$ cat config.mk
export PLATFORM = sky130hd
export DESIGN_NAME = edge_frustration_weight_core
export DESIGN_NICKNAME = d
export VERILOG_FILES = /design/src/hw/rtl/efw_pkg.sv /design/src/hw/rtl/efw_share_unit.sv /design/src/hw/rtl/edge_frustration_weight_core.sv
export SDC_FILE = /design/constraint.sdc
export NUM_CORES = 1
export LEC_CHECK = 0
export BUFFER_PORTS_ARGS = -buffer_cell sky130_fd_sc_hd__clkbuf_2
export CORE_MARGIN = 10
export CORE_UTILIZATION = 67
export CTS_CLUSTER_SIZE = 14
export DETAILED_ROUTE_END_ITERATION = 10
export GPL_TIMING_DRIVEN = 0
export PLACE_DENSITY = 0.9
export SLEW_MARGIN = 20
export SYNTH_ARGS = -nofsm -noshare
export SYNTH_HDL_FRONTEND = slang
export SYNTH_HIERARCHICAL = 1
export SYNTH_SLANG_ARGS = --single-unit
$ cat constraint.sdc
create_clock -name i_clk -period 10.64 [get_ports i_clk]
set_clock_uncertainty 0.2 [all_clocks]
set_input_delay 2.66 -clock i_clk [delete_from_list [all_inputs] [get_ports i_clk]]
set_output_delay 2.66 -clock i_clk [all_outputs]
set_load 0.02 [all_outputs]
$ cat src/hw/rtl/efw_pkg.sv
// ----------------------------------------------------------------------------
// efw_pkg: shared types and constants of the edge frustration weight core
// Widths of magnitudes, signed neighbor sums, spin pair energies and the
// scaled per-pattern share, plus the signed neighbor sum helper.
// ----------------------------------------------------------------------------
package efw_pkg;

    localparam int NEIGH     = 5;
    localparam int PAT_BITS  = NEIGH;
    localparam int CNT_BITS  = 2 * NEIGH;

    typedef logic [8:0]                t_mag;     // clamped edge magnitude, up to 256
    typedef logic [7:0]                t_nmag;    // clamped neighbor magnitude
    typedef logic [NEIGH-1:0][7:0]     t_nvec;
    typedef logic [PAT_BITS-1:0]       t_pat;
    typedef logic signed [11:0]        t_sum;     // +/- 5 * 255
    typedef logic signed [12:0]        t_pair;    // sum or difference of two sums
    typedef logic signed [13:0]        t_energy;
    typedef logic [3:0]                t_share;   // 12 * f / k
    typedef logic [13:0]               t_weight;

    // Share of frustrated minimizers, scaled by 12.
    localparam t_share SHARE_ALL   = 4'd12;
    localparam t_share SHARE_NONE  = 4'd0;
    localparam t_share SHARE_HALF  = 4'd6;
    localparam t_share SHARE_TWO3  = 4'd8;
    localparam t_share SHARE_ONE3  = 4'd4;

    localparam t_weight WEIGHT_MAX = 14'd12288;

    // Signed sum of the neighbor magnitudes; a set pattern bit negates a term.
    function automatic t_sum signed_sum(input t_nvec mags, input t_pat pat);
        t_sum s;
        s = '0;
        for (int k = 0; k < NEIGH; k++) begin
            if (pat[k]) begin
                s = s - t_sum'({4'b0, mags[k]});
            end else begin
                s = s + t_sum'({4'b0, mags[k]});
            end
        end
        return s;
    endfunction

endpackage

$ cat src/hw/rtl/efw_share_unit.sv
// ----------------------------------------------------------------------------
// efw_share_unit: frustrated share of one neighbor sign pattern
// Finds the minimum energy over the four endpoint spin pairs and returns
// twelve times the share of minimizing pairs that have equal spins.
// ----------------------------------------------------------------------------
module efw_share_unit (
    input  efw_pkg::t_sum   i_s0,
    input  efw_pkg::t_sum   i_s1,
    input  efw_pkg::t_mag   i_jmag,
    output efw_pkg::t_share o_share
);

    efw_pkg::t_pair   x;
    efw_pkg::t_pair   y;
    efw_pkg::t_pair   ax;
    efw_pkg::t_pair   ay;
    efw_pkg::t_energy ej;
    efw_pkg::t_energy e_eq;
    efw_pkg::t_energy e_ne;

    // With J = -jmag, equal spins reach J - |S0+S1| and unequal spins reach
    // -J - |S0-S1|; a zero sum or difference makes both pairs of that kind tie.
    always_comb begin
        x    = efw_pkg::t_pair'(i_s0) + efw_pkg::t_pair'(i_s1);
        y    = efw_pkg::t_pair'(i_s0) - efw_pkg::t_pair'(i_s1);
        ax   = x[12] ? -x : x;
        ay   = y[12] ? -y : y;
        ej   = efw_pkg::t_energy'({1'b0, i_jmag});
        e_eq = -ej - efw_pkg::t_energy'(ax);
        e_ne = ej - efw_pkg::t_energy'(ay);
        if (e_eq < e_ne) begin
            o_share = efw_pkg::SHARE_ALL;
        end else if (e_ne < e_eq) begin
            o_share = efw_pkg::SHARE_NONE;
        end else begin
            case ({x == '0, y == '0})
                2'b10:   o_share = efw_pkg::SHARE_TWO3;
                2'b01:   o_share = efw_pkg::SHARE_ONE3;
                default: o_share = efw_pkg::SHARE_HALF;
            endcase
        end
    end

endmodule

$ cat src/hw/rtl/edge_frustration_weight_core.sv
// A negative coupling steps through the pattern states and then a drain state
// that loads the output register and raises the strobe; a non-negative
// coupling gives 0 in the cycle after the start transfer, without going busy.
// The single share unit evaluates one pattern pair per cycle; busy stays high
// until the result is loaded, and start is ignored while busy.
// Reset is synchronous and active low; the receiver cannot stall the strobe.
// ----------------------------------------------------------------------------
// edge_frustration_weight_core: weighted frustration of one Ising edge
// Enumerates the 32 x 32 neighbor sign patterns of both endpoints and sums
// twelve times the frustrated share of each pattern's energy minimizers.
// ----------------------------------------------------------------------------
module edge_frustration_weight_core #(
    parameter int MAX_COUPLING = 255
) (
    input  logic                  i_clk,
    input  logic                  i_rst_n,
    input  logic                  start,
    output logic                  busy,
    input  logic signed [8:0]     i_edge_coupling,
    input  logic [7:0]            i_end0_mag_a,
    input  logic [7:0]            i_end0_mag_b,
    input  logic [7:0]            i_end0_mag_c,
    input  logic [7:0]            i_end0_mag_d,
    input  logic [7:0]            i_end0_mag_e,
    input  logic [7:0]            i_end1_mag_a,
    input  logic [7:0]            i_end1_mag_b,
    input  logic [7:0]            i_end1_mag_c,
    input  logic [7:0]            i_end1_mag_d,
    input  logic [7:0]            i_end1_mag_e,
    output logic                  o_strobe,
    output logic [13:0]           o_frustration_weight
);

    typedef enum logic [1:0] {
        S_IDLE,
        S_RUN,
        S_DRAIN
    } t_state;

    localparam logic [16:0] MAX_V = 17'(MAX_COUPLING);

    t_state                  r_state;
    logic [efw_pkg::CNT_BITS-1:0] r_cnt;
    efw_pkg::t_mag           r_jmag;
    efw_pkg::t_nvec          r_m0;
    efw_pkg::t_nvec          r_m1;
    efw_pkg::t_sum           r_s0;
    efw_pkg::t_sum           r_s1;
    logic                    r_pv;
    efw_pkg::t_weight        r_acc;
    efw_pkg::t_weight        r_result;
    logic                    r_strobe;

    efw_pkg::t_nvec          n_m0;
    efw_pkg::t_nvec          n_m1;
    efw_pkg::t_mag           n_jmag;
    logic [9:0]              j_neg;
    efw_pkg::t_sum           n_s0;
    efw_pkg::t_sum           n_s1;
    efw_pkg::t_share         share;
    efw_pkg::t_weight        n_acc;

    // Clamp every magnitude to MAX_COUPLING as the start transfer captures it.
    // The edge magnitude needs nine bits since a coupling of -256 is legal.
    function automatic efw_pkg::t_nmag clamp_n(input logic [7:0] m);
        return ({9'b0, m} > MAX_V) ? MAX_V[7:0] : m;
    endfunction

    always_comb begin
        j_neg  = 10'd0 - {i_edge_coupling[8], i_edge_coupling};
        n_jmag = ({7'b0, j_neg} > MAX_V) ? MAX_V[8:0] : j_neg[8:0];
        n_m0   = {clamp_n(i_end0_mag_e), clamp_n(i_end0_mag_d), clamp_n(i_end0_mag_c),
                  clamp_n(i_end0_mag_b), clamp_n(i_end0_mag_a)};
        n_m1   = {clamp_n(i_end1_mag_e), clamp_n(i_end1_mag_d), clamp_n(i_end1_mag_c),
                  clamp_n(i_end1_mag_b), clamp_n(i_end1_mag_a)};
    end

    // Pattern counter: the upper bits select the endpoint zero signs and the
    // lower bits those of endpoint one. The sums are registered so the share
    // unit and the accumulator form a second stage.
    always_comb begin
        n_s0  = efw_pkg::signed_sum(r_m0, r_cnt[efw_pkg::CNT_BITS-1:efw_pkg::PAT_BITS]);
        n_s1  = efw_pkg::signed_sum(r_m1, r_cnt[efw_pkg::PAT_BITS-1:0]);
        n_acc = r_acc + efw_pkg::t_weight'(share);
    end

    efw_share_unit u_share (
        .i_s0    (r_s0),
        .i_s1    (r_s1),
        .i_jmag  (r_jmag),
        .o_share (share)
    );

    always_ff @(posedge i_clk) begin
        if (!i_rst_n) begin
            r_state  <= S_IDLE;
            r_cnt    <= '0;
            r_pv     <= 1'b0;
            r_acc    <= '0;
            r_strobe <= 1'b0;
        end else begin
            case (r_state)
                S_IDLE: begin
                    // A non-negative coupling is never frustrated and answers
                    // at once; the strobe is low otherwise.
                    r_strobe <= start && !i_edge_coupling[8];
                    if (start) begin
                        r_jmag <= n_jmag;
                        r_m0   <= n_m0;
                        r_m1   <= n_m1;
                        r_cnt  <= '0;
                        r_pv   <= 1'b0;
                        r_acc  <= '0;
                        if (!i_edge_coupling[8]) begin
                            r_result <= '0;
                        end else begin
                            r_state <= S_RUN;
                        end
                    end
                end
                S_RUN: begin
                    r_strobe <= 1'b0;
                    r_s0     <= n_s0;
                    r_s1     <= n_s1;
                    r_pv     <= 1'b1;
                    r_cnt    <= r_cnt + {{(efw_pkg::CNT_BITS-1){1'b0}}, 1'b1};
                    if (r_pv) begin
                        r_acc <= n_acc;
                    end
                    if (&r_cnt) begin
                        r_state <= S_DRAIN;
                    end
                end
                S_DRAIN: begin
                    // The last pattern is still in the second stage.
                    r_pv     <= 1'b0;
                    r_result <= n_acc;
                    r_strobe <= 1'b1;
                    r_state  <= S_IDLE;
                end
                default: begin
                    r_strobe <= 1'b0;
                    r_state  <= S_IDLE;
                end
            endcase
        end
    end

    assign busy                 = (r_state != S_IDLE);
    assign o_strobe             = r_strobe;
    assign o_frustration_weight = r_result;

    // Leaving the busy phase always delivers the result of the item.
    a_done_strobe: assert property (@(posedge i_clk) disable iff (!i_rst_n)
        $fell(busy) && $past(i_rst_n) |-> o_strobe)
        else $error("busy fell without a result strobe");

    // A non-negative coupling answers 0 on the next cycle without going busy.
    a_nonneg_zero: assert property (@(posedge i_clk) disable iff (!i_rst_n)
        start && !busy && !i_edge_coupling[8] |=>
            o_strobe && (o_frustration_weight == '0) && !busy)
        else $error("non-negative coupling did not give an immediate zero");

    // The sum over all patterns never exceeds twelve per pattern.
    a_weight_range: assert property (@(posedge i_clk) disable iff (!i_rst_n)
        o_strobe |-> (o_frustration_weight <= efw_pkg::WEIGHT_MAX))
        else $error("frustration weight out of range");

endmodule
==> results of run 1 <==
## layer usage
metal  GRT usage  vias up
met2       0.452      542
met5           0        -
li1            -     6069
met4       0.115        0
met1       0.281     5959
met3      0.0384      133
## power by group
| part | leakage [nW] | switching [mW] | internal, mW |
|---|---|---|---|
| logic | 5.26 | 1.72 | 1.29 |
| registers | 1.42 | 0.0313 | 0.744 |
| clock network | 0.304 | 0.250 | 0.421 |
## final timing paths
kind,slack [ns],cells after the start,end
setup / recovery,1.92,34,o_frustration_weight[12]$_SDFFCE_PN0P_
hold / removal,0.34,2,r_acc[5]$_SDFFE_PN0P_
setup reg to reg,1.92,34,o_frustration_weight[12]$_SDFFCE_PN0P_
hold reg to reg,0.34,2,r_acc[5]$_SDFFE_PN0P_
## flip-flops by register name, summed over array words and instances, names as in the netlist
name and count:
r_state 2, r_m0 40, r_s1 12, r_jmag 9
r_s0 12, r_pv 1, r_m1 40, o_strobe 1
o_frustration_weight 14, r_acc 14, r_cnt 10
## cells by family after synthesis
kind of cell               synth area share
and+or+nand+nor                       0.176
AOI/OAI and AO/OA                     0.182
adders and majority gates             0.170
xor gates and xnor gates              0.113
buffers and inverters                0.0459
DFF                                   0.303
muxes                               0.00962
other                              0.000520
## layout by cell type (no fill, tap or decap), drive strengths merged, types with 15 or more instances in the layout
cell	instances
o21a	26
a31oi	19
ha	176
nand2	87
xnor2	128
a21o	38
o21ai	90
nor2b	45
inv	141
nor2	175
xor2	43
edfxtp	127
dfxtp	28
nand3	22
clkbuf	153
a21boi	15
a21oi	98
nand2b	22
nor3	47
## synthesized netlist by cell type (19+ instances only)
cell / number
a21o_1: 37
a21oi_1: 98
a31oi_1: 19
clkbuf_1: 26
dfxtp_1: 28
edfxtp_1: 127
ha_1: 176
inv_1: 140
nand2_1: 87
nand2b_1: 22
nand3_1: 21
nor2_1: 173
nor2b_1: 44
nor3_1: 46
o21a_1: 26
o21ai_0: 89
xnor2_1: 127
xor2_1: 42
## cell type report
class | instances | share of cell area
clock inverter | 12 | 0.0122
inverter | 141 | 0.0329
buffer | 31 | 0.00833
timing repair buffer | 111 | 0.0385
clock buffer | 20 | 0.0278
sequential | 155 | 0.272
tap | 275 | 0.0214
multi-input combinational | 1287 | 0.587
## worst reg2reg max path, delay by kind of cell, from the launching register on
| family | cells | cell delay, ns |
|---|---|---|
| AO/OA/AOI/OAI | 17 | 4.40 |
| flip-flops | 1 | 0.40 |
| buffers and inverters | 2 | 0.16 |
| AND/OR/NAND/NOR | 9 | 1.45 |
| adder cells (fa/ha/maj) | 5 | 1.69 |
| XOR/XNOR | 1 | 0.14 |
==> reports/results.txt, run 1 <==
Area of the multi-input gates: 9420 µm²
Largest area contributor in the netlist: edfxtp_1
Total power: 4.46 mW
Unrepaired setup endpoints after global routing: false
DP Area: 15400 µm²
Crit path time final: 8.72 ns
Metal3 WL: 2130 µm
H-tree depth: 4
Hold Worst Slack: 0.337 ns
Max incr delay on CP: 0.71 ns
WL met1: 14300 µm
TritonCTS buffer count: 17
Post-Layout Cell Count: 2032
Slew Viols, Final: 0
Ports: 108
Number of flops mapped to enable cells by yosys: 127
WL met2: 18400 µm
FFs w/ async S/R, synth: 0
Setup TNS: 0 ns
Vias in the first global route: 12700
Worst-path clk slew: 0.07 ns
Total global routing overflow: 0
CP Class: reg2reg
Count of distinct cell types in the synthesized netlist: 90
Clock sink count: 155
Main flop type after synthesis: edfxtp_1
Outcome: finished, final reports clean
Pleak: 6.99 nW
Fin. Hold Viols: 0
Residual DRC: 0
ANT cells: 0
Die ar.: 27800 µm²
CTS tree: built
Nature of the critical path endpoint: flip-flop
Mapped Nets: 1895
Avg Inst Size Synth: 8.95 µm²
Routed wire per std cell: 17.8 µm
Tcrit/Tclk final: 0.820
Worst setup SP type: flip-flop
CTS hold repair buffers: 0
Via count: 12700
Peak Freq: 115 MHz
Max Used Layer: met4
WP buf/inv: 2
Sequential area share after synthesis: 0.303
Starting Density: 0.685
Hold Startpoint: r_acc[5]$_SDFFE_PN0P_
Flops & latches, synth: 155
Initial antenna violation count: 0
First-pass GRT wire length: 59000 µm
Crit-path max FO: 6
Clock root buffer master: clkbuf_16
Worst-skew pair later-pin latency: 0.44 ns
Seq. cell area: 4370 µm²
Pin count of the biggest net entering global routing: 34
Yosys top cell area share: 0.264
All-Layer GR Usage: 0.250
Setup Buffers After CTS: 0
Worst Hold Class: reg2reg
Required @ worst endpoint: 10.62 ns
Port Buffer Count: 107
WP data arrival: 8.70 ns
Reg-to-Reg Start: r_s0[0]$_DFFE_PP_
# setup viols final: 0
Fill count: 1391
Pre-CTS setup slack: 2.15 ns
Chip Width: 167 µm
Drt via density: 6.25
Crit path max-delay cell type: a2111oi_0
Mapped cell area: 14400 µm²
CTS max path bufs: 2
Starting DRC count in detailed routing: 990
Proportion of layout cells with a drive suffix above 1: 0.103
Critical Path Start: r_s0[0]$_DFFE_PP_
Placed cells: 2000
CP delay by family, top: compound AO/OA/AOI/OAI gates
Drt first pass iters: 6
Layout area overhead: 11.2%
Gate Count Post-Synth: 1614
GP Congestion: 0.924
Die H: 167 µm
Relative slew slack: 0.450
Final core occ: 0.762
DP HPWL: 27300 µm
Core box area: 21100 µm²
Dominant cells by area after synthesis: edfxtp_1, ha_1, xnor2_1
Final WS setup: 1.92 ns
Crit-path most repeated cell: a21o_1
Max Cap Viol: 0
Antenna Nets Post-Route: 0
Final nets: 2025
Std cell rows: 53
Worst slew pin tran: 0.819 ns
Synth Warn #: 6
Peak supply drop: 0.281 mV
Pwr Density: 278 nW/µm²
Total Wirelength: 36200 µm
Final instance area: 16100 µm²
Post-CTS sizing: 0
Power figures use the tool's default switching activity.
==> run 2: changes to the inputs <==
--- a/config.mk
+++ b/config.mk
@@ -7,11 +7,11 @@
 export LEC_CHECK = 0
 export BUFFER_PORTS_ARGS = -buffer_cell sky130_fd_sc_hd__clkbuf_2
 export CORE_MARGIN = 10
-export CORE_UTILIZATION = 67
+export CORE_UTILIZATION = 56
 export CTS_CLUSTER_SIZE = 14
 export DETAILED_ROUTE_END_ITERATION = 10
 export GPL_TIMING_DRIVEN = 0
-export PLACE_DENSITY = 0.9
+export PLACE_DENSITY = 0.81
 export SLEW_MARGIN = 20
 export SYNTH_ARGS = -nofsm -noshare
 export SYNTH_HDL_FRONTEND = slang
==> constraint.sdc (replaced) <==
create_clock -name i_clk -period 7.8 [get_ports i_clk]
set_clock_uncertainty 0.2 [all_clocks]
set_input_delay 1.95 -clock i_clk [delete_from_list [all_inputs] [get_ports i_clk]]
set_output_delay 1.95 -clock i_clk [all_outputs]
set_load 0.02 [all_outputs]
==> run 2 against run 1 <==
Compared with the run above:
- register-to-register slack lost 1.6 ns
- die area grew 17%
- critical path depth shrank 4
- largest cell class unchanged
- highest routed layer unchanged
==> reports/results.txt, run 2 (same netlist as run 1, synthesis figures left out) <==
Outcome: finished, final reports clean (unchanged)
Residual DRC: 0 (unchanged)
# setup viols final: 0 (unchanged)
ANT cells: 0 (unchanged)
Area of the multi-input gates: 9580 µm² (was 9420 µm²)
Switching Fraction: 0.457 (was 0.448)
Peak supply drop: 0.380 mV (was 0.281 mV)
Tcrit/Tclk final: 0.953 (was 0.820)
All-Layer GR Usage: 0.195 (was 0.250)
Commonest non-fill, non-tap cell in the layout: ha_1 (unchanged)
Unrepaired setup endpoints after global routing: true (was false)
Max incr delay on CP: 0.50 ns (was 0.71 ns)
Pre-CTS setup slack: -0.810 ns (was 2.15 ns)
Proportion of layout cells with a drive suffix above 1: 0.123 (was 0.103)
Metal3 WL: 1100 µm (was 2130 µm)
Final nets: 2039 (was 2025)
Seq pwr share: 0.170 (was 0.174)
Chip Width: 181 µm (was 167 µm)
Initial antenna violation count: 0 (unchanged)
Worst slew pin tran: 1.03 ns (was 0.819 ns)
Crit path time final: 7.43 ns (was 8.72 ns)
Logic pwr share: 0.707 (was 0.675)
Worst-skew pair later-pin latency: 0.44 ns (about the same)
H-tree depth: 4 (unchanged)
Nature of the critical path endpoint: flip-flop (unchanged)
Port Buffer Count: 107 (unchanged)
Crit-path most repeated cell: ha_1 (was a21o_1)
Starting Density: 0.572 (was 0.685)
Total global routing overflow: 0 (unchanged)
Pwr Density: 383 nW/µm² (was 278 nW/µm²)
Starting DRC count in detailed routing: 742 (was 990)
Placed cells: 2055 (was 2000)
Pin count of the biggest net entering global routing: 33 (was 34)
WP buf/inv: 3 (was 2)
Final WS setup: 0.368 ns (was 1.92 ns)
Switch Pwr: 2.84 mW (was 2.00 mW)
Crit path max-delay cell type: a2111oi_4 (was a2111oi_0)
Core box area: 25300 µm² (was 21100 µm²)
Max Cap Viol: 0 (unchanged)
Commonest non-fill, non-tap cells in the layout: ha_1, nor2_1, inv_1 (unchanged)
Drt first pass iters: 5 (was 6)
Clock root buffer master: clkbuf_16 (unchanged)
Clock power frac: 0.124 (was 0.151)
Fin. Hold Viols: 0 (unchanged)
Worst Hold Class: reg2reg (unchanged)
Required @ worst endpoint: 7.77 ns (was 10.62 ns)
Hold Worst Slack: 0.323 ns (was 0.337 ns)
WL met2: 16600 µm (was 18400 µm)
Slew Viols, Final: 0 (unchanged)
Relative slew slack: 0.315 (was 0.450)
Crit-path max FO: 9 (was 6)
First-pass GRT wire length: 54300 µm (was 59000 µm)
Register-to-register setup slack: 0.37 ns (was 1.92 ns)
Routed wire per std cell: 15.7 µm (was 17.8 µm)
Via count: 12100 (was 12700)
Max Used Layer: met4 (unchanged)
Pleak: 7.03 nW (was 6.99 nW)
CP Class: reg2reg (unchanged)
Drt via density: 5.74 (was 6.25)
CTS hold repair buffers: 0 (unchanged)
GP Congestion: 0.889 (was 0.924)
Ports: 108 (unchanged)
Largest regs: r_m0 (40), r_m1 (40) (unchanged)
WP data arrival: 7.41 ns (was 8.70 ns)
Clock sink count: 155 (unchanged)
Die ar.: 32600 µm² (was 27800 µm²)
DP HPWL: 26300 µm (was 27300 µm)
Post-Layout Cell Count: 2101 (was 2032)
Worst setup SP type: flip-flop (unchanged)
Antenna Nets Post-Route: 0 (unchanged)
CTS tree: built (unchanged)
WL met1: 14700 µm (was 14300 µm)
Die H: 181 µm (was 167 µm)
Std cell rows: 58 (was 53)
Fill count: 2039 (was 1391)
Vias in the first global route: 11800 (was 12700)
Layout area overhead: 12.7% (was 11.2%)
CTS max path bufs: 2 (unchanged)
Peak Freq: 135 MHz (was 115 MHz)
Seq. cell area: 4370 µm² (unchanged)
CP delay by family, top: compound AO/OA/AOI/OAI gates (unchanged)
Total Wirelength: 32900 µm (was 36200 µm)
TritonCTS buffer count: 17 (unchanged)
Internal power: 3.39 mW (was 2.46 mW)
Worst-path clk slew: 0.06 ns (was 0.07 ns)
## run 2: cell types whose count changed in the layout (fill, tap and decap cells not counted), sizes merged
cell	previous run	this run
buf	9	22
bufinv	5	1
clkinv	4	7
a211o	6	7
clkbuf	153	154
## run 2: power by group through the flow
stage	Combinational, mW	Sequential, mW	Clock, mW
6_report	4.40	1.06	0.771
3_5_place_dp	3.93	1.07	0
4_1_cts	4.15	1.06	0.780
5_1_grt	4.92	1.06	0.819
3_3_place_gp	3.80	1.08	0
2_1_floorplan	3.14	1.06	0
## run 2: path summary, 6_finish.rpt
| kind | startpoint | endpoint | cells past startpoint |
|---|---|---|---|
| min reg2reg | r_acc[0]$_SDFFE_PN0P_ | r_acc[0]$_SDFFE_PN0P_ | 2 |
| min | r_acc[0]$_SDFFE_PN0P_ | r_acc[0]$_SDFFE_PN0P_ | 2 |
| max reg2reg | r_s0[2]$_DFFE_PP_ | o_frustration_weight[12]$_SDFFCE_PN0P_ | 30 |
| max | r_s0[2]$_DFFE_PP_ | o_frustration_weight[12]$_SDFFCE_PN0P_ | 30 |
## run 2: through the flow
step	power, mW	cell area [µm²]	TNS [ns]	utilization
CTS	5.99	16100	0	0.637
detailed placement	5.01	15500	-10.45	0.613
global route	6.80	16300	-0.237	0.645
floorplan	4.20	14400	0	-
global placement	4.87	15400	-82.89	0.610
finish	6.23	16300	0	0.645
## run 2: area by class of cell
type / count / area share
multi-input combinational: 1288 / 0.588
buffer: 30 / 0.00814
tap: 330 / 0.0254
clock buffer: 21 / 0.0270
inverter: 141 / 0.0325
clock inverter: 11 / 0.00607
sequential: 155 / 0.269
timing repair buffer: 125 / 0.0439
## run 2: layer usage
metal | vias to the layer above | track usage
met4 | 0 | 0.0535
met2 | 263 | 0.354
met3 | 44 | 0.0253
li1 | 6102 | -
met5 | - | 0
met1 | 5649 | 0.234
## run 2: tightest hold or removal path, delay by kind of cell (launching register included)
kind,cells,cell delay [ns]
compound gates,1,0.07
flops,1,0.34
simple gates,1,0.08
## run 2: what timing repair did
item | CTS | global route
pin swaps | 2 | 17
buffers inserted | 2 | 12
resized for setup | 12 | 32
cloned | 0 | 1
setup endpoints to repair | 23 | 20
==> run 3: changes to the inputs <==
--- a/config.mk
+++ b/config.mk
@@ -7,11 +7,12 @@
 export LEC_CHECK = 0
 export BUFFER_PORTS_ARGS = -buffer_cell sky130_fd_sc_hd__clkbuf_2
 export CORE_MARGIN = 10
-export CORE_UTILIZATION = 56
+export CORE_UTILIZATION = 58
+export CTS_BUF_LIST = sky130_fd_sc_hd__clkbuf_4 sky130_fd_sc_hd__clkbuf_8
 export CTS_CLUSTER_SIZE = 14
 export DETAILED_ROUTE_END_ITERATION = 10
 export GPL_TIMING_DRIVEN = 0
-export PLACE_DENSITY = 0.81
+export PLACE_DENSITY = 0.83
 export SLEW_MARGIN = 20
 export SYNTH_ARGS = -nofsm -noshare
 export SYNTH_HDL_FRONTEND = slang
==> run 3 against run 2 <==
Compared with the run above:
- sequential power about the same
- count of clock-buffer cells in the layout down 2
- first-iteration DRC count up 2.4%
- flip-flop and latch count unchanged
- non-clock buffer count down 5
- critical endpoint unchanged
- total power down 5.0%
- via count down 0.78%
- sequential share of layout area up 0.46 points
==> reports/results.txt, run 3 (same netlist as run 1, synthesis figures left out) <==
Pleak: 6.91 nW (was 7.03 nW)
Critical Path Start: r_s0[0]$_DFFE_PP_ (was r_s0[2]$_DFFE_PP_)
Clock root buffer master: clkbuf_8 (was clkbuf_16)
Relative slew slack: 0.313 (was 0.315)
Reg-to-Reg Start: r_s0[0]$_DFFE_PP_ (was r_s0[2]$_DFFE_PP_)
Final instance area: 16000 µm² (was 16300 µm²)
Port Buffer Count: 107 (unchanged)
Pwr Density: 370 nW/µm² (was 383 nW/µm²)
Worst slew pin tran: 1.03 ns (about the same)
Total global routing overflow: 0 (unchanged)
Tcrit/Tclk final: 0.965 (was 0.953)
Peak Freq: 133 MHz (was 135 MHz)
Peak supply drop: 0.346 mV (was 0.380 mV)
Routed wire per std cell: 15.7 µm (about the same)
DP Area: 15500 µm² (about the same)
Max Cap Viol: 0 (unchanged)
Nature of the critical path endpoint: flip-flop (unchanged)
Outcome: finished, final reports clean (unchanged)
Crit-path most repeated cell: a21o_1 (was ha_1)
Placed cells: 2049 (was 2055)
Setup TNS: 0 ns (unchanged)
Max incr delay on CP: 0.43 ns (was 0.50 ns)
First-pass GRT wire length: 54500 µm (was 54300 µm)
Initial antenna violation count: 0 (unchanged)
CTS max path bufs: 2 (unchanged)
Crit-path max FO: 10 (was 9)
Register-to-register setup slack: 0.27 ns (was 0.37 ns)
DP HPWL: 26500 µm (was 26300 µm)
Crit path time final: 7.53 ns (was 7.43 ns)
Slew Viols, Final: 0 (unchanged)
Die H: 178 µm (was 181 µm)
ANT cells: 0 (unchanged)
Unrepaired setup endpoints after global routing: true (unchanged)
Core box area: 24400 µm² (was 25300 µm²)
Starting DRC count in detailed routing: 760 (was 742)
Drt via density: 5.73 (was 5.74)
Largest regs: r_m0 (40), r_m1 (40) (unchanged)
Die ar.: 31600 µm² (was 32600 µm²)
Clock sink count: 155 (unchanged)
All-Layer GR Usage: 0.207 (was 0.195)
Total Wirelength: 32700 µm (was 32900 µm)
Reg2Reg Depth: 31 (was 30)
Pre-CTS setup slack: -0.729 ns (was -0.810 ns)
Worst setup SP type: flip-flop (unchanged)
Fill count: 1985 (was 2039)
CP Class: reg2reg (unchanged)
Fin. Hold Viols: 0 (unchanged)
Worst-path clk slew: 0.09 ns (was 0.06 ns)
WP data arrival: 7.53 ns (was 7.41 ns)
Antenna Nets Post-Route: 0 (unchanged)
Chip Width: 178 µm (was 181 µm)
Worst Hold Class: reg2reg (unchanged)
TritonCTS buffer count: 17 (unchanged)
Hold Startpoint: r_pv$_SDFFE_PN0P_ (was r_acc[0]$_SDFFE_PN0P_)
GP Congestion: 0.878 (was 0.889)
WHS Endpoint: r_pv$_SDFFE_PN0P_ (was r_acc[0]$_SDFFE_PN0P_)
Proportion of layout cells with a drive suffix above 1: 0.120 (was 0.123)
Layout area overhead: 10.8% (was 12.7%)
Worst-skew pair later-pin latency: 0.47 ns (was 0.44 ns)
WHS Path Cells: 2 (unchanged)
Pin count of the biggest net entering global routing: 33 (unchanged)
Final nets: 2033 (was 2039)
# setup viols final: 0 (unchanged)
Final core occ: 0.656 (was 0.645)
Crit path max-delay cell type: edfxtp_1 (was a2111oi_4)
Drt first pass iters: 5 (unchanged)
Std cell rows: 57 (was 58)
Starting Density: 0.592 (was 0.572)
Residual DRC: 0 (unchanged)
Commonest non-fill, non-tap cell in the layout: ha_1 (unchanged)
Via count: 12000 (was 12100)
Worst r2r dst: o_frustration_weight[12]$_SDFFCE_PN0P_ (unchanged)
Final WS setup: 0.275 ns (was 0.368 ns)
H-tree depth: 4 (unchanged)
CTS tree: built (unchanged)
Post-Layout Cell Count: 2087 (was 2101)
Vias in the first global route: 11700 (was 11800)
Required @ worst endpoint: 7.81 ns (was 7.77 ns)
CTS hold repair buffers: 0 (unchanged)
Commonest non-fill, non-tap cells in the layout: ha_1, nor2_1, inv_1 (unchanged)
Ports: 108 (unchanged)
-- run 3: cell types whose count changed in the layout (fill, tap and decap cells not counted), moves of 2 or more --
cell	previous run	this run
ha_1	174	176
o21ai_1	7	4
clkbuf_1	29	25
o21ai_0	81	84
clkbuf_16	17	0
buf_4	17	12
clkbuf_8	0	17
-- run 3: per-layer routing --
metal	wire length [µm]	global-route usage	vias to the layer above
met3	1090	0.0310	45
li1	-	-	6076
met5	0	0	-
met1	14400	0.250	5600
met2	16700	0.377	243
met4	542	0.0538	0
-- run 3: worst max-delay path: cells and delay by family (launching register included) --
family | cells | cell delay (ns)
buffers and inverters | 1 | 0.07
adder cells (fa/ha/maj) | 6 | 1.77
XOR/XNOR | 2 | 0.39
AND/OR/NAND/NOR | 8 | 1.20
AO/OA/AOI/OAI | 14 | 3.19
flip-flops | 1 | 0.43
-- run 3: how the worst max path moves through the flow --
stage                     slack, ns                                     end
after floorplan                0.46  o_frustration_weight[12]$_SDFFCE_PN0P_
after global placement        -0.91                       r_m0[6]$_DFFE_PP_
after detailed placement      -0.73  o_frustration_weight[12]$_SDFFCE_PN0P_
after CTS                      0.04  o_frustration_weight[12]$_SDFFCE_PN0P_
after global routing          -0.03  o_frustration_weight[12]$_SDFFCE_PN0P_
final                          0.27  o_frustration_weight[12]$_SDFFCE_PN0P_
-- run 3: metrics by stage --
step	hold WS, ns	total power [mW]
floorplan	0.270	4.20
global placement	0.284	4.86
detailed placement	0.305	4.99
CTS	0.325	5.72
global route	0.348	6.47
finish	0.324	5.92
-- run 3: timing repair --
action / 4_1_cts / 5_1_grt
setup buffers: 1 / 8
gates resized for setup: 9 / 26
endpoints found under the setup margin: 21 / 20
pin swaps: 1 / 11
-- run 3: cell type report --
class / count / area, µm² / area share
buffer: 30 / 130 / 0.00813
timing repair buffer: 120 / 678 / 0.0424
inverter: 141 / 529 / 0.0331
tap: 324 / 405 / 0.0253
multi-input combinational: 1287 / 9540 / 0.596
clock inverter: 11 / 98.8 / 0.00617
sequential: 155 / 4370 / 0.273
clock buffer: 19 / 249 / 0.0156
-- run 3: where the power goes --
part	total [mW]	internal [mW]	switching [mW]
clock	0.563	0.254	0.309
combinational	4.30	1.88	2.42
sequential	1.06	1.01	0.0415
